File: config.mk
export PLATFORM = sky130hd
export DESIGN_NAME = unix_time_to_calendar
export DESIGN_NICKNAME = d
export VERILOG_FILES = /design/src/rtl/u2c_pkg.sv /design/src/rtl/u2c_day_split.sv /design/src/rtl/u2c_clock.sv /design/src/rtl/u2c_date.sv /design/src/rtl/unix_time_to_calendar.sv
export SDC_FILE = /design/constraint.sdc
export NUM_CORES = 1
export LEC_CHECK = 0
export BUFFER_PORTS_ARGS = -buffer_cell sky130_fd_sc_hd__buf_2
export CORE_ASPECT_RATIO = 1.2
export CORE_MARGIN = 2
export CORE_UTILIZATION = 43
export CTS_CLUSTER_DIAMETER = 80
export DETAILED_ROUTE_END_ITERATION = 16
export PLACE_DENSITY_LB_ADDON = 0.2
export SETUP_SLACK_MARGIN = 0.02
export SLEW_MARGIN = 20
export SYNTH_ARGS = -nofsm -noshare
export SYNTH_HDL_FRONTEND = slang
export SYNTH_SLANG_ARGS = --single-unit
File: constraint.sdc
create_clock -name clk -period 11.7 [get_ports clk]
set_input_delay 1.17 -clock clk [delete_from_list [all_inputs] [get_ports clk]]
set_output_delay 1.17 -clock clk [all_outputs]
set_load 0.05 [all_outputs]
File: src/rtl/u2c_pkg.sv
// u2c_pkg: shared constants, types and the month table for the unix time to calendar block
// used by every module in rtl; depends on nothing

package u2c_pkg;

    // day count from secs: (secs >> 7) / 675 by reciprocal
    localparam logic [25:0] DAY_RECIP      = 26'd50903317;
    localparam int          DAY_SHIFT      = 35;
    localparam logic [16:0] SECS_PER_DAY   = 17'd86400;

    // march-based day count from 1968-03-01
    localparam logic [15:0] EPOCH_OFFSET   = 16'd671;
    // 2100-03-01 on that count; 2100 has no leap day
    localparam logic [15:0] CENTURY_GAP    = 16'd48212;

    // hour: (tod >> 4) / 225 by reciprocal
    localparam logic [13:0] HOUR_RECIP     = 14'd9321;
    localparam int          HOUR_SHIFT     = 21;
    localparam logic [11:0] SECS_PER_HOUR  = 12'd3600;

    // four-year cycle: z / 1461 by reciprocal
    localparam logic [16:0] QUAD_RECIP     = 17'd91868;
    localparam int          QUAD_SHIFT     = 27;
    localparam logic [10:0] DAYS_PER_QUAD  = 11'd1461;
    localparam logic [10:0] DAYS_PER_YEAR  = 11'd365;
    localparam logic [10:0] DAYS_TWO_YEARS = 11'd730;
    localparam logic [10:0] DAYS_THREE_YRS = 11'd1095;
    localparam logic [11:0] BASE_YEAR      = 12'd1968;

    // minute: (rem >> 2) / 15 by reciprocal
    localparam logic [10:0] MIN_RECIP      = 11'd1093;
    localparam int          MIN_SHIFT      = 14;
    localparam logic [5:0]  SECS_PER_MIN   = 6'd60;

    // march-based month index to calendar month
    localparam logic [3:0]  MONTHS_IN_YEAR = 4'd12;
    localparam logic [3:0]  JANUARY_INDEX  = 4'd10;
    localparam logic [3:0]  MONTH_FROM_MAR = 4'd3;
    localparam logic [3:0]  MONTH_WRAP     = 4'd9;

    typedef struct packed {
        logic        valid;
        logic [16:0] tod;
        logic [15:0] zday;
    } u2c_split_t;

    // first day of each month within a march-based year
    function automatic logic [8:0] month_start(input logic [3:0] mp);
        logic [8:0] start;
        case (mp)
            4'd0:    start = 9'd0;
            4'd1:    start = 9'd31;
            4'd2:    start = 9'd61;
            4'd3:    start = 9'd92;
            4'd4:    start = 9'd122;
            4'd5:    start = 9'd153;
            4'd6:    start = 9'd184;
            4'd7:    start = 9'd214;
            4'd8:    start = 9'd245;
            4'd9:    start = 9'd275;
            4'd10:   start = 9'd306;
            4'd11:   start = 9'd337;
            default: start = 9'd0;
        endcase
        return start;
    endfunction

endpackage

File: src/rtl/u2c_day_split.sv
// u2c_day_split: stages 1 and 2, splits seconds into whole days and time of day
// depends on u2c_pkg

module u2c_day_split (
    input  logic                clk,
    input  logic                rst_n,
    input  logic                in_valid,
    input  logic [31:0]         unix_seconds,
    output u2c_pkg::u2c_split_t split
);
    import u2c_pkg::*;

    logic        s1_valid_reg;
    logic [16:0] s1_secs_reg;
    logic [15:0] s1_days_reg;
    logic        s2_valid_reg;
    logic [16:0] s2_tod_reg;
    logic [15:0] s2_zday_reg;

    logic [50:0] day_prod;
    logic [15:0] s1_days_next;
    logic [32:0] tod_prod;
    logic [16:0] s2_tod_next;
    logic [15:0] zbase;
    logic [15:0] s2_zday_next;

    assign day_prod     = unix_seconds[31:7] * DAY_RECIP;
    assign s1_days_next = day_prod[DAY_SHIFT+15:DAY_SHIFT];

    assign tod_prod     = s1_days_reg * SECS_PER_DAY;
    assign s2_tod_next  = s1_secs_reg - tod_prod[16:0];
    assign zbase        = s1_days_reg + EPOCH_OFFSET;
    // skip the missing leap day of 2100
    assign s2_zday_next = zbase + {15'd0, zbase >= CENTURY_GAP};

    always_ff @(posedge clk or negedge rst_n)
    begin
        if (!rst_n)
        begin
            s1_valid_reg <= 1'b0;
            s2_valid_reg <= 1'b0;
        end
        else
        begin
            s1_valid_reg <= in_valid;
            s2_valid_reg <= s1_valid_reg;
        end
    end

    always_ff @(posedge clk)
    begin
        s1_secs_reg <= unix_seconds[16:0];
        s1_days_reg <= s1_days_next;
        s2_tod_reg  <= s2_tod_next;
        s2_zday_reg <= s2_zday_next;
    end

    assign split.valid = s2_valid_reg;
    assign split.tod   = s2_tod_reg;
    assign split.zday  = s2_zday_reg;

endmodule

File: src/rtl/u2c_clock.sv
// u2c_clock: stages 3 to 6, hour, minute and second from the time of day
// depends on u2c_pkg

module u2c_clock (
    input  logic        clk,
    input  logic [16:0] tod,
    output logic [4:0]  hour_of_day,
    output logic [5:0]  minute_of_hour,
    output logic [5:0]  second_of_minute
);
    import u2c_pkg::*;

    logic [4:0]  s3_hour_reg;
    logic [11:0] s3_tod_reg;
    logic [4:0]  s4_hour_reg;
    logic [11:0] s4_rem_reg;
    logic [4:0]  s5_hour_reg;
    logic [5:0]  s5_min_reg;
    logic [5:0]  s5_rem_reg;
    logic [4:0]  s6_hour_reg;
    logic [5:0]  s6_min_reg;
    logic [5:0]  s6_sec_reg;

    logic [26:0] hour_prod;
    logic [16:0] hour_secs;
    logic [11:0] s4_rem_next;
    logic [20:0] min_prod;
    logic [11:0] min_secs;
    logic [5:0]  s6_sec_next;

    assign hour_prod   = tod[16:4] * HOUR_RECIP;
    assign hour_secs   = s3_hour_reg * SECS_PER_HOUR;
    assign s4_rem_next = s3_tod_reg - hour_secs[11:0];
    assign min_prod    = s4_rem_reg[11:2] * MIN_RECIP;
    assign min_secs    = s5_min_reg * SECS_PER_MIN;
    assign s6_sec_next = s5_rem_reg - min_secs[5:0];

    always_ff @(posedge clk)
    begin
        s3_hour_reg <= hour_prod[HOUR_SHIFT+4:HOUR_SHIFT];
        s3_tod_reg  <= tod[11:0];
        s4_hour_reg <= s3_hour_reg;
        s4_rem_reg  <= s4_rem_next;
        s5_hour_reg <= s4_hour_reg;
        s5_min_reg  <= min_prod[MIN_SHIFT+5:MIN_SHIFT];
        s5_rem_reg  <= s4_rem_reg[5:0];
        s6_hour_reg <= s5_hour_reg;
        s6_min_reg  <= s5_min_reg;
        s6_sec_reg  <= s6_sec_next;
    end

    assign hour_of_day      = s6_hour_reg;
    assign minute_of_hour   = s6_min_reg;
    assign second_of_minute = s6_sec_reg;

endmodule

File: src/rtl/u2c_date.sv
// u2c_date: stages 3 to 6, year, month and day from the march-based day count
// depends on u2c_pkg

module u2c_date (
    input  logic        clk,
    input  logic [15:0] zday,
    output logic [4:0]  day_of_month,
    output logic [3:0]  month_number,
    output logic [11:0] year_number
);
    import u2c_pkg::*;

    logic [5:0]  s3_quad_reg;
    logic [15:0] s3_zday_reg;
    logic [5:0]  s4_quad_reg;
    logic [10:0] s4_rday_reg;
    logic [8:0]  s5_doy_reg;
    logic [11:0] s5_year_reg;
    logic [4:0]  s6_day_reg;
    logic [3:0]  s6_month_reg;
    logic [11:0] s6_year_reg;

    logic [32:0] quad_prod;
    logic [16:0] quad_days;
    logic [10:0] s4_rday_next;
    logic [1:0]  yoe;
    logic [10:0] yoe_days;
    logic [8:0]  s5_doy_next;
    logic [11:0] s5_year_next;
    logic [3:0]  mp;
    logic [8:0]  day_full;
    logic [4:0]  s6_day_next;
    logic [3:0]  s6_month_next;
    logic [11:0] s6_year_next;

    assign quad_prod    = zday * QUAD_RECIP;
    assign quad_days    = s3_quad_reg * DAYS_PER_QUAD;
    assign s4_rday_next = s3_zday_reg[10:0] - quad_days[10:0];

    always_comb
    begin
        yoe = 2'd0;
        if (s4_rday_reg >= DAYS_PER_YEAR)
            yoe = 2'd1;
        if (s4_rday_reg >= DAYS_TWO_YEARS)
            yoe = 2'd2;
        if (s4_rday_reg >= DAYS_THREE_YRS)
            yoe = 2'd3;
    end

    assign yoe_days     = {9'd0, yoe} * DAYS_PER_YEAR;
    assign s5_doy_next  = s4_rday_reg[8:0] - yoe_days[8:0];
    assign s5_year_next = BASE_YEAR + {4'd0, s4_quad_reg, 2'b00} + {10'd0, yoe};

    always_comb
    begin
        mp = 4'd0;
        for (int i = 1; i < int'(MONTHS_IN_YEAR); i++)
        begin
            if (s5_doy_reg >= month_start(4'(i)))
                mp = mp + 4'd1;
        end
    end

    assign day_full      = s5_doy_reg - month_start(mp) + 9'd1;
    assign s6_day_next   = day_full[4:0];
    // january and february belong to the next calendar year
    assign s6_month_next = (mp >= JANUARY_INDEX) ? (mp - MONTH_WRAP) : (mp + MONTH_FROM_MAR);
    assign s6_year_next  = s5_year_reg + {11'd0, mp >= JANUARY_INDEX};

    always_ff @(posedge clk)
    begin
        s3_quad_reg  <= quad_prod[QUAD_SHIFT+5:QUAD_SHIFT];
        s3_zday_reg  <= zday;
        s4_quad_reg  <= s3_quad_reg;
        s4_rday_reg  <= s4_rday_next;
        s5_doy_reg   <= s5_doy_next;
        s5_year_reg  <= s5_year_next;
        s6_day_reg   <= s6_day_next;
        s6_month_reg <= s6_month_next;
        s6_year_reg  <= s6_year_next;
    end

    assign day_of_month = s6_day_reg;
    assign month_number = s6_month_reg;
    assign year_number  = s6_year_reg;

endmodule

File: src/rtl/unix_time_to_calendar.sv
// unix_time_to_calendar: top level, converts unix seconds to a utc calendar date and time
// depends on u2c_pkg, u2c_day_split, u2c_clock, u2c_date
//
// a request is taken at a rising edge where start is high and busy is low;
// busy stays low, so a new request may be given in every cycle
// each request carries unix_seconds, an unsigned 32-bit count since 1970-01-01
// results come out in request order: done is high for exactly one cycle and
// day_of_month, month_number, year_number, hour_of_day, minute_of_hour and
// second_of_minute hold the result during that cycle
// done travels with the request through the valid bits of every stage
// throughput is one request per cycle, set by the six-stage pipeline: one
// constant-reciprocal multiply or one multiply-subtract per stage
// the receiver cannot stall, so no backpressure path exists
// rst_n clears the valid bits of every stage; requests in flight are dropped
// and done stays low until new requests come through

module unix_time_to_calendar (
    input  logic        clk,
    input  logic        rst_n,
    input  logic        start,
    output logic        busy,
    input  logic [31:0] unix_seconds,
    output logic        done,
    output logic [4:0]  day_of_month,
    output logic [3:0]  month_number,
    output logic [11:0] year_number,
    output logic [4:0]  hour_of_day,
    output logic [5:0]  minute_of_hour,
    output logic [5:0]  second_of_minute
);
    import u2c_pkg::*;

    u2c_split_t  split;
    logic [3:0]  valid_reg;
    logic [3:0]  valid_next;

    assign busy = 1'b0;

    u2c_day_split u_split (
        .clk          (clk),
        .rst_n        (rst_n),
        .in_valid     (start & ~busy),
        .unix_seconds (unix_seconds),
        .split        (split)
    );

    u2c_clock u_clock (
        .clk              (clk),
        .tod              (split.tod),
        .hour_of_day      (hour_of_day),
        .minute_of_hour   (minute_of_hour),
        .second_of_minute (second_of_minute)
    );

    u2c_date u_date (
        .clk          (clk),
        .zday         (split.zday),
        .day_of_month (day_of_month),
        .month_number (month_number),
        .year_number  (year_number)
    );

    // valid bits of stages 3 to 6
    assign valid_next = {valid_reg[2:0], split.valid};

    always_ff @(posedge clk or negedge rst_n)
    begin
        if (!rst_n)
            valid_reg <= 4'd0;
        else
            valid_reg <= valid_next;
    end

    assign done = valid_reg[3];

endmodule

* Word level (Yosys, flattened, before mapping)
Memories as Yosys holds them, arrays and structs flattened.
Index checks and enable logic that the tools add are counted.
** Storage, ports and cells
- Memories :: 1
- Memory bits (read-only) :: 144
- Input port bits :: 35
- Register bits after elaboration :: 216
** Operators by class
- Add/sub/neg operators :: 24
- $lt $le $gt $ge :: 16
- $mul :: 9
- Mux-type cells :: 15
** Memory list
- (no name shown) :: words 16, width 9, read ports 1, clocked after Yosys merged registers in 0, wr ports 0, line u2c_pkg.sv:50 : case (mp)
** Operators with widths (count)
- $mul A25 B26 Y51 const B :: 1
- $mux W4 :: 11
- $add A4 B1 Y4 const B :: 9
- $ge A9 B8 Y1 const B :: 4
- $mul A16 B15 Y31 const B :: 1
- $ge A9 B9 Y1 const B :: 3
- $mul A13 B14 Y26 const B :: 1
- $mul A10 B11 Y20 const B :: 1
- $ge A9 B7 Y1 const B :: 2
- $sub A17 B17 Y17 :: 1
- $add A16 B1 Y16 :: 1
- $add A16 B10 Y16 const B :: 1
- $ge A16 B16 Y1 const B :: 1
- $mul A16 B10 Y10 const B :: 1
- $add A11 B8 Y12 const A :: 1
- $add A12 B1 Y12 :: 1
- $add A12 B2 Y12 :: 1
- $sub A12 B12 Y12 :: 1
- $ge A11 B10 Y1 const B :: 1
- $ge A11 B11 Y1 const B :: 1
- $ge A11 B9 Y1 const B :: 1
- $mul A6 B11 Y11 const B :: 1
- $sub A11 B11 Y11 :: 1
- $ge A9 B5 Y1 const B :: 1
- 14 further kinds :: 16

* Logic depth before layout (Yosys ltp)
Gate-level depths: netlist of the first run.
An unclocked memory read counts as a cell.
- Depth after elaboration :: 25
- Mapped depth :: 40
- Mapped depth without buffers :: 39

* Modules after synthesis
A second synthesis of the first run with hierarchy kept.
** Second synthesis, totals
- Cell total of the unflattened synthesis :: 2667
- Area, all modules :: 27069.7 um^2
** By module, submodules not included
- u2c_day_split :: cells an instance 1270, times used 1, seq. area each 1371.3 um^2, area an instance 12615.8 um^2
- u2c_date :: cells an instance 921, times used 1, seq. area each 1501.4 um^2, area an instance 9226.3 um^2
- u2c_clock :: cells an instance 470, times used 1, seq. area each 1361.3 um^2, area an instance 5116.2 um^2
- unix_time_to_calendar :: cells an instance 6, times used 1, seq. area each 100.1 um^2, area an instance 111.4 um^2

* Least setup slack after synthesis of the first run
OpenSTA, ideal clock, no wires.
- Kind :: register to register
- Start :: register u_date.s5_doy_reg[3]
- End :: register u_date.s6_day_reg[4], in the netlist u_date.day_of_month[4]
- Clock period less this slack :: 8.199 ns
- Path slack :: 3.501 ns
- Path buffers :: 1
- Setup time :: 0.072 ns
- Data arrival time :: 8.127 ns
- Stages on the path, launching flop included :: 39
- Path through :: dfxtp_1 > clkbuf_8 > and3_1 > nand3_1 > and3_1 > ha_1 > xnor2_1 > ha_1 > a21o_1 > ha_1 > a32o_1 > or2_2 > ha_1 > a21boi_0 > a21o_1 > ha_1 > mux2_2 > a211o_2 > (+3 left out) > a221o_1 > ha_1 > mux2_2 > ha_1 > nand2_1 > xor2_1 > xor2_1 > inv_1 > a21oi_1 > mux2i_1 > o21a_1 > ha_1 > inv_1 > ha_1 > a21o_1 > a21oi_1 > xnor2_1 > xnor2_1
** Between the ends
- Cells in the longest elaborated chain, start to end :: 25
- Elaborated cells between the ends (all ways) :: 35
- Those cells by class :: 12 x add/sub; 11 x order compare; 11 x mux; 1 x memory
** RTL lines
- start, declared :: line u2c_date.sv:17 : logic [8:0] s5_doy_reg;
- start signal, assigned :: line u2c_date.sv:77 : s5_doy_reg <= s5_doy_next;
- $ge A9 B5 Y1 :: line u2c_date.sv:60 : if (s5_doy_reg >= month_start(4'(i)))
- $mux W1 :: line u2c_date.sv:60
- $add A1 B1 Y2 :: line u2c_date.sv:61 : mp = mp + 4'd1;
- $mux W4 :: line u2c_date.sv:60
- $add A4 B1 Y4 :: line u2c_date.sv:61
- $mux W4 :: line u2c_date.sv:60
- $add A4 B1 Y4 :: line u2c_date.sv:61
- $mux W4 :: line u2c_date.sv:60
- (+10 left out)
- $add A4 B1 Y4 :: line u2c_date.sv:61
- $mux W4 :: line u2c_date.sv:60
- $add A4 B1 Y4 :: line u2c_date.sv:61
- $mux W4 :: line u2c_date.sv:60
- $mem_v2 Z16 W9
- $sub A5 B5 Y5 * :: line u2c_date.sv:65 : assign day_full = s5_doy_reg - month_start(mp) + 9'd1;
- $add A5 B1 Y5 * :: line u2c_date.sv:65
- named net u_date.day_full[4] :: line u2c_date.sv:31 : logic [8:0] day_full;
- end signal, assigned :: line u2c_date.sv:79 : s6_day_reg <= s6_day_next;
- end, declared :: line u2c_date.sv:19 : logic [4:0] s6_day_reg;
The timed path passes the listed nets; every way through them passes the cells marked *.

* Worst setup path in the final report of the first run
Same ends and word-level chain as after synthesis.

==> impl_metrics.csv, run 1 <==
group,metric,value,unit
global_route,gr-total-overflow,0,
floorplan,ios,75,
floorplan,core,0.0607,mm^2
sta,hold-worst-slack,0.322,ns
setup_path,worstPathArrival,9.52,ns
cts,cts-root-buf,"clkbuf_16",
global_route,grt_busiest_layer,"met2",
cts,cts_made_buffers,24,
cts,ctsHoldBuffers,0,
synthesis,syn_area,0.0264,mm^2
global_route,gr-usage-met1,0.201,
synthesis,syn_avg_cell_area,10.5,um^2
detailed_routing,drcViolationCount,0,
synthesis,synth.top_cell.area_share,0.310,
detailed_routing,viasPerCell,4.82,
setup_path,crit_top_cell,"ha_1",
sta,period_share,0.774,
global_route,grt.total_usage,0.174,
sta,rsz0062_at_grt,"no",
setup_path,critical-path-top-delay-family,"adder cells",
outcome,status,"finished, final reports clean",
floorplan,die_w,230,um
synthesis,synthCells,2509,
global_route,antenna_found_initial,1,
synthesis,synth_area_leader_cell,"ha_1",
cts,path_clk_slew,0.06,ns
finish,postLayoutCoreUtil,0.470,
floorplan,dieArea,0.0633,mm^2
setup_path,r2r-start,"u_date.s5_doy_reg[3]",
floorplan,start_util,0.435,
worst_hold_path,hold_depth,0,
detailed_routing,drt_iter0_markers,441,
detailed_routing,drt-total-wl,52.4,mm
sta,clock_skew,0.00711,ns
setup_path,cp_slowest_cell,"dfxtp_1",
place,place_hpwl,45.6,mm
run,maxCapViolations,0,
global_route,grt_pass1_wl,89.2,mm
sta,fin_tns_setup,0,ns
cts,cts_max_level,1,
finish,final_nets,3629,
setup_path,r2r_setup_slack,2.65,ns
cts,clkLatencyLatePin,0.53,ns
setup_path,required,12.17,ns
cts,clock_sinks,215,
place,port_buffers,73,
synthesis,synthFlopType,"dfxtp_1",
detailed_routing,wl_per_cell,15.3,um
worst_hold_path,worst_hold_path_type,"reg -> reg",
synthesis,synth.net_count,3541,
sta,hold_violations,0,
cts,tritoncts,"done",
cts,cts_setup_buffers,0,
setup_path,worst-path-buf-inv,2,
global_route,met2_usage,0.345,
worst_hold_path,hp-start,"u_clock.s5_hour_reg[4]",
finish,drive_above_1_share,0.0558,
global_route,met3_usage,0.0123,
synthesis,synthTopCellsByArea,"ha_1 (31%), fa_1 (26%), dfxtp_1 (16%)",
setup_path,crit_path_start_kind,"flop",
floorplan,die_y,275,um
synthesis,yosys_register_bits,215,
sta,relSlewSlack,0.425,
cts,post_cts_resized,0,
global_route,grt_max_degree,15,
sta,fmax,0.110,GHz
place,gp_congestion,0.874,
finish,syn2layout_area_growth,8.14,%
setup_path,critical-path-max-stage-delay,0.54,ns
setup_path,cp_max_fo,12,
floorplan,rows,99,
sta,setup_viol,0,
sta,drv_slew,0,
detailed_routing,final_antenna_net_count,0,
detailed_routing,vias,16497,
worst_hold_path,min_to,"u_clock.hour_of_day[4]",
synthesis,ys_seq_area_frac,0.164,
finish,final_common_cell,"ha_1",
finish,finalNonFillerCells,3424,
sta,min_period,9.05,ns
synthesis,async_flop_share,0.0279,
setup_path,critPathKind,"reg -> reg",
global_route,grt_pass1_vias,18145,
place,placed_cells,3379,
synthesis,synth_edf_count,0,
detailed_routing,dr.pass1.iters,4,
setup_path,rr_worst_depth,37,
finish,mostFrequentLayoutCells,"ha_1 (653), inv_1 (626), fa_1 (344), dfxtp_1 (209), xnor2_1 (115)",
sta,tightest_slew,0.855,ns
setup_path,end_kind,"flop",
setup_path,r2r-end,"u_date.day_of_month[4]",
cts,clockBufferDepth,3,
synthesis,synth_cell_types,86,
synthesis,ys.warnings.count,0,
## cells by family (layout without fill, tap and decap cells)
kind of cell,after synthesis,count (layout),synth area share
AOI/OAI and AO/OA,277,277,0.0713
xor gates and xnor gates,167,167,0.0573
adders and majority gates,997,997,0.571
muxes,8,8,0.00337
DFF,215,215,0.164
other,1,2,0.000142
buffers and inverters,637,743,0.0931
and+or+nand+nor,207,207,0.0397
## through the flow
step	area, um^2	worst slack (ns)
floorplan	26400	3.50
global placement	27600	3.00
detailed placement	27600	2.69
CTS	28500	2.65
global route	28500	2.07
finish	28500	2.65
## routing by layer
layer,vias to the layer above,wire [um]
li1,8220,-
met5,-,0
met4,0,1370
met1,8039,21400
met2,171,28400
met3,67,1180
## worst max path at each step
| stage | endpoint | from | cells after the start | slack, ns |
|---|---|---|---|---|
| 6_report | u_date.day_of_month[4] | u_date.s5_doy_reg[3] | 37 | 2.65 |
| 5_1_grt | u_date.day_of_month[4] | u_date.s5_doy_reg[3] | 37 | 2.07 |
| 4_1_cts | u_date.day_of_month[4] | u_date.s5_doy_reg[3] | 37 | 2.65 |
| 3_5_place_dp | u_date.day_of_month[4] | u_date.s5_doy_reg[3] | 37 | 2.69 |
| 3_3_place_gp | u_date.day_of_month[4] | u_date.s5_doy_reg[3] | 37 | 3.00 |
| 2_1_floorplan | u_date.day_of_month[4] | u_date.s5_doy_reg[3] | 38 | 3.50 |
## synth_stat cells, drive strengths merged (13+ instances only)
| cell type | number |
|---|---|
| a21o | 59 |
| a21oi | 85 |
| dfxtp | 209 |
| fa | 344 |
| ha | 653 |
| inv | 626 |
| nand2 | 55 |
| nand2b | 13 |
| nand3 | 19 |
| nand4 | 13 |
| nor2 | 45 |
| nor3 | 16 |
| o21ai | 36 |
| o21bai | 19 |
| xnor2 | 116 |
| xor2 | 50 |
## cell type report
class                   count  area [um^2]
fillers                  5701        32200
multi-input cells        1657        19600
flip-flops and latches    215         4330
inverters                 626         2350
well taps                 808         1010
clock buffers              33          696
repair buffers             73          365
clock inverters            11          178
diodes                      1         2.50
Power of run 1 is left out: the tool's default activity adds up to more than one toggle a clock period on the data nets, which glitch-free logic cannot reach.
==> run 2: changes to the inputs <==
==> constraint.sdc (replaced) <==
create_clock -name clk -period 9.3 [get_ports clk]
set_input_delay 0.93 -clock clk [delete_from_list [all_inputs] [get_ports clk]]
set_output_delay 0.93 -clock clk [all_outputs]
set_load 0.05 [all_outputs]
==> impl_metrics.csv, run 2 (synthesis results as in run 1) <==
group,metric,value,unit
cts,clockBufferDepth,3,
global_route,gr-total-overflow,0,
floorplan,ios,75,
cts,clock_sinks,215,
setup_path,cp_max_fo,12,
cts,path_clk_slew,0.07,ns
cts,cts_made_buffers,25,
setup_path,critical-path-max-stage-delay,0.45,ns
setup_path,r2r_setup_slack,0.54,ns
finish,final_nets,3632,
finish,mostFrequentLayoutCells,"ha_1 (653), inv_1 (626), fa_1 (344), dfxtp_1 (205), xnor2_1 (114)",
detailed_routing,drcViolationCount,0,
setup_path,end_kind,"flop",
cts,ctsHoldBuffers,0,
place,port_buffers,73,
floorplan,core,0.0607,mm^2
place,gp_congestion,0.876,
global_route,antenna_found_initial,1,
sta,drv_slew,0,
place,place_hpwl,45.6,mm
global_route,grt_max_degree,16,
setup_path,required,9.78,ns
finish,syn2layout_area_growth,8.52,%
sta,min_period,8.76,ns
sta,tightest_slew,0.813,ns
cts,cts_max_level,1,
detailed_routing,viasPerCell,4.83,
finish,final_common_cell,"ha_1",
detailed_routing,drt-total-wl,52.7,mm
detailed_routing,vias,16564,
floorplan,dieArea,0.0633,mm^2
detailed_routing,drt_iter0_markers,420,
cts,tritoncts,"done",
sta,clock_skew,0.0155,ns
sta,fmax,0.114,GHz
run,maxCapViolations,0,
sta,hold_violations,0,
finish,drive_above_1_share,0.0611,
sta,setup_viol,0,
sta,fin_tns_setup,0,ns
global_route,grt_pass1_wl,89.3,mm
setup_path,crit_top_cell,"ha_1",
floorplan,die_y,275,um
floorplan,start_util,0.435,
detailed_routing,wl_per_cell,15.4,um
finish,seq_area,0.00434,mm^2
floorplan,die_w,230,um
detailed_routing,final_antenna_net_count,0,
sta,relSlewSlack,0.451,
cts,clkLatencyLatePin,0.55,ns
global_route,grt_pass1_vias,18382,
outcome,status,"finished, final reports clean",
sta,rsz0062_at_grt,"no",
finish,fillers,5735,
cts,cts-root-buf,"clkbuf_16",
sta,period_share,0.942,
worst_hold_path,worst_hold_path_type,"in -> async",
finish,multi_input_comb_area,0.0196,mm^2
detailed_routing,dr.pass1.iters,4,
setup_path,worstPathArrival,9.24,ns
setup_path,critPathKind,"reg -> reg",
setup_path,r2r-start,"u_date.s5_doy_reg[3]",
global_route,grt.total_usage,0.174,
setup_path,cp_slowest_cell,"dfxtp_2",
setup_path,crit_path_start_kind,"flop",
setup_path,critPathLaunch,"u_date.s5_doy_reg[3]",
floorplan,rows,99,
==> run 2: cell types whose count changed in the layout (fill, tap and decap cells not counted), moves of 2 or more <==
cell / delta
clkinv_4: +5
clkbuf_1: -4
clkbuf_8: -4
clkinvlp_4: +4
dfxtp_1: -4
dfxtp_2: +4
buf_4: +2
bufinv_16: +2
clkinv_2: -2
==> run 2: final cells by class <==
class	instances	area share
inverters	626	0.0821
multi-input cells	1657	0.685
clock buffers	25	0.0219
diodes	1	0.0000874
flip-flops and latches	215	0.152
repair buffers	75	0.0133
clock inverters	21	0.0109
well taps	808	0.0353
==> run 2: layer usage <==
layer / vias up / part of all wire / track usage / routed length [um]
li1: 8221 / - / - / -
met1: 8020 / 0.41 / 0.199 / 21400
met2: 223 / 0.53 / 0.337 / 27700
met3: 100 / 0.029 / 0.0158 / 1550
met4: 0 / 0.037 / 0.0630 / 1960
met5: - / 0 / 0 / 0
==> run 2: what timing repair did <==
item	4_1_cts	5_1_grt
setup endpoints to repair	0	7
buffers inserted	0	2
gates resized for setup	0	7
==> run 2: path summary, 6_finish.rpt <==
check	cells past startpoint	endpoint
setup / recovery	36	u_date.day_of_month[4]
hold / removal	1	u_split.s2_valid_reg
setup reg to reg	36	u_date.day_of_month[4]
hold reg to reg	0	u_clock.s5_hour_reg[1]
max in group asynchronous	1	valid_reg[1]
min in group clk	0	u_clock.s5_hour_reg[1]
==> run 2: metrics by stage <==
stage | hold slack [ns] | utilization | instance area [um^2] | setup slack (ns) | std cells
3_3_place_gp | 0.310 | 0.455 | 27600 | 0.641 | 3379
2_1_floorplan | 0.310 | - | 26400 | 1.10 | 2509
5_1_grt | 0.185 | 0.472 | 28600 | 0.0433 | 3427
6_report | 0.196 | 0.472 | 28600 | 0.536 | 3428
3_5_place_dp | 0.312 | 0.455 | 27600 | 0.265 | 3379
4_1_cts | 0.174 | 0.471 | 28600 | 0.203 | 3425
==> run 2: worst max-delay path, delay by kind of cell, from the launching register on <==
kind	cells	cell delay, ns
muxes	3	0.85
adders and majority gates	12	3.48
and+or+nand+nor	7	1.14
DFF	1	0.45
buffers and inverters	1	0.16
AOI/OAI and AO/OA	10	2.07
xor gates and xnor gates	3	0.53
Power of run 2 is left out for the same reason.
==> run 3: changes to the inputs <==
--- a/config.mk
+++ b/config.mk
@@ -5,9 +5,9 @@
 export SDC_FILE = /design/constraint.sdc
 export NUM_CORES = 1
 export LEC_CHECK = 0
+export ABC_AREA = 1
 export BUFFER_PORTS_ARGS = -buffer_cell sky130_fd_sc_hd__buf_2
 export CORE_ASPECT_RATIO = 1.2
-export CORE_MARGIN = 2
 export CORE_UTILIZATION = 43
 export CTS_CLUSTER_DIAMETER = 80
 export DETAILED_ROUTE_END_ITERATION = 16
==> impl_metrics.csv, run 3 <==
group,metric,value,unit
synthesis,synthFlopType,"dfxtp_1",
finish,final_nets,4001,
finish,drive_above_1_share,0.0579,
floorplan,die_w,232,um
cts,post_cts_resized,0,
synthesis,synth_top_family_by_area,"adder cells",
finish,antennaDiodeCount,0,
outcome,status,"finished, final reports clean",
detailed_routing,final_antenna_net_count,0,
setup_path,end_kind,"flop",
cts,cts_setup_buffers,0,
worst_hold_path,worst_hold_path_type,"in -> async",
floorplan,rows,100,
detailed_routing,wl_per_cell,14.4,um
setup_path,crit_top_cell,"nand2_1",
sta,drv_slew,0,
sta,min_period,8.22,ns
detailed_routing,drcViolationCount,0,
place,gp_congestion,0.894,
detailed_routing,dr.pass1.iters,4,
finish,syn2layout_area_growth,8.00,%
global_route,grt.total_usage,0.179,
floorplan,start_util,0.437,
finish,seq_area,0.00433,mm^2
sta,fin_tns_setup,0,ns
finish,final_common_cell,"inv_1",
synthesis,synth_edf_count,0,
setup_path,cp_max_fo,7,
synthesis,synth_cell_types,47,
cts,clockBufferDepth,3,
place,port_buffers,73,
cts,path_clk_slew,0.06,ns
sta,period_share,0.884,
sta,worst_slack,1.08,ns
sta,setup_viol,0,
synthesis,ys_seq_area_frac,0.159,
sta,tightest_slew,0.752,ns
sta,hold_violations,0,
detailed_routing,drt_iter0_markers,489,
finish,fillers,5927,
setup_path,required,9.75,ns
setup_path,worstPathArrival,8.67,ns
detailed_routing,drt-total-wl,54.9,mm
synthesis,synth.mux.area_fraction,0,
place,dp_slack,1.03,ns
floorplan,ios,75,
cts,ctsHoldBuffers,0,
place,place_hpwl,48.0,mm
synthesis,synthCells,2871,
cts,tritoncts,"done",
synthesis,ys.warnings.count,0,
setup_path,crit_path_start_kind,"flop",
floorplan,dieArea,0.0644,mm^2
run,maxCapViolations,0,
global_route,grt_pass1_vias,20144,
finish,multi_input_comb_area,0.0201,mm^2
setup_path,critical-path-max-stage-delay,0.49,ns
synthesis,async_flop_share,0.0279,
sta,clock_skew,0.0262,ns
finish,postLayoutCoreUtil,0.472,
synthesis,synthTopCellsByCount,"inv_1 (725), ha_1 (653), fa_1 (344), nand2_1 (235), dfxtp_1 (209)",
synthesis,synth_compound_area_frac,0.0550,
synthesis,synth_simple_gate_area_frac,0.0851,
synthesis,synth.net_count,3903,
detailed_routing,viasPerCell,4.81,
synthesis,syn_avg_cell_area,9.49,um^2
global_route,gr-total-overflow,0,
finish,finalNonFillerCells,3803,
synthesis,synthTopCellsByArea,"ha_1 (30%), fa_1 (25%), dfxtp_1 (15%)",
cts,cts_max_level,1,
sta,relSlewSlack,0.493,
synthesis,synth.top_cell.area_share,0.300,
synthesis,synth_area_leader_cell,"ha_1",
synthesis,synth.most_common_cell,"inv_1",
synthesis,synth_xor_xnor_area_share,0.0463,
synthesis,synth-adder-area-share,0.552,
global_route,grt_pass1_wl,93.6,mm
synthesis,syn_area,0.0273,mm^2
place,placed_cells,3758,
sta,rsz0062_at_grt,"no",
cts,cts-root-buf,"clkbuf_16",
cts,clock_sinks,215,
floorplan,die_y,278,um
global_route,grt_max_degree,14,
finish,mostFrequentLayoutCells,"inv_1 (725), ha_1 (653), fa_1 (344), nand2_1 (235), dfxtp_1 (209)",
floorplan,core,0.0623,mm^2
setup_path,cp_slowest_cell,"dfxtp_1",
global_route,antenna_found_initial,0,
sta,fmax,0.122,GHz
cts,clkLatencyLatePin,0.54,ns
setup_path,critPathKind,"reg -> reg",
synthesis,yosys_register_bits,215,
detailed_routing,vias,18297,
cts,cts_made_buffers,25,
## run 3: changes by cell type after synthesis, sizes merged, moves of 8 or more
cell,delta
a21o,-51
inv,+111
nand2b,-13
o21bai,-12
xnor2,-67
nand3,+74
nor2b,-9
xor2,+45
o21ai,+44
and3,-8
a21oi,+50
nand2,+206
nor2,+56
## run 3: stage by stage
| step | cell area, um^2 | hold WS [ns] |
|---|---|---|
| after floorplan | 27300 | 0.310 |
| after global placement | 28600 | 0.310 |
| after detailed placement | 28600 | 0.312 |
| after CTS | 29400 | 0.158 |
| after global routing | 29400 | 0.181 |
| final | 29400 | 0.193 |
## run 3: worst max-delay path: cells and delay by family, from the launching register on
kind,cells,cell delay (ns)
AO/OA/AOI/OAI,4,0.81
buffers and inverters,11,0.72
flip-flops,1,0.49
XOR/XNOR,1,0.15
AND/OR/NAND/NOR,24,2.64
adder cells (fa/ha/maj),12,3.29
## run 3: logic make-up after synthesis
logic type               after synthesis
AO/OA/AOI/OAI                        270
XOR/XNOR                             144
adder cells (fa/ha/maj)              997
buffers and inverters                739
flip-flops                           215
other                                  1
AND/OR/NAND/NOR                      505
## run 3: final cells by class
| class | count | share of cell area |
|---|---|---|
| clock inverter | 11 | 0.00404 |
| timing repair buffer | 73 | 0.0124 |
| inverter | 737 | 0.0940 |
| multi-input combinational | 1917 | 0.684 |
| tap | 816 | 0.0347 |
| sequential | 215 | 0.147 |
| clock buffer | 34 | 0.0234 |
## run 3: final timing paths
kind | depth (start not counted) | endpoint | from | slack, ns
hold / removal | 1 | u_split.s1_valid_reg | rst_n | 0.19
setup reg to reg | 52 | u_date.day_of_month[4] | u_date.s5_doy_reg[4] | 1.08
setup / recovery | 52 | u_date.day_of_month[4] | u_date.s5_doy_reg[4] | 1.08
max in group asynchronous | 1 | valid_reg[1] | rst_n | 8.94
hold reg to reg | 0 | u_clock.minute_of_hour[5] | u_clock.s5_min_reg[5] | 0.32
min in group clk | 0 | u_clock.minute_of_hour[5] | u_clock.s5_min_reg[5] | 0.32
## run 3: per-layer routing
metal  vias to the layer above  share of wire  global-route usage
met3                       107          0.022              0.0126
met5                         -              0                   0
met2                       213           0.53               0.344
li1                       9224              -                   -
met1                      8753           0.41               0.201
met4                         0          0.039              0.0698
Power of run 3 is left out for the same reason.
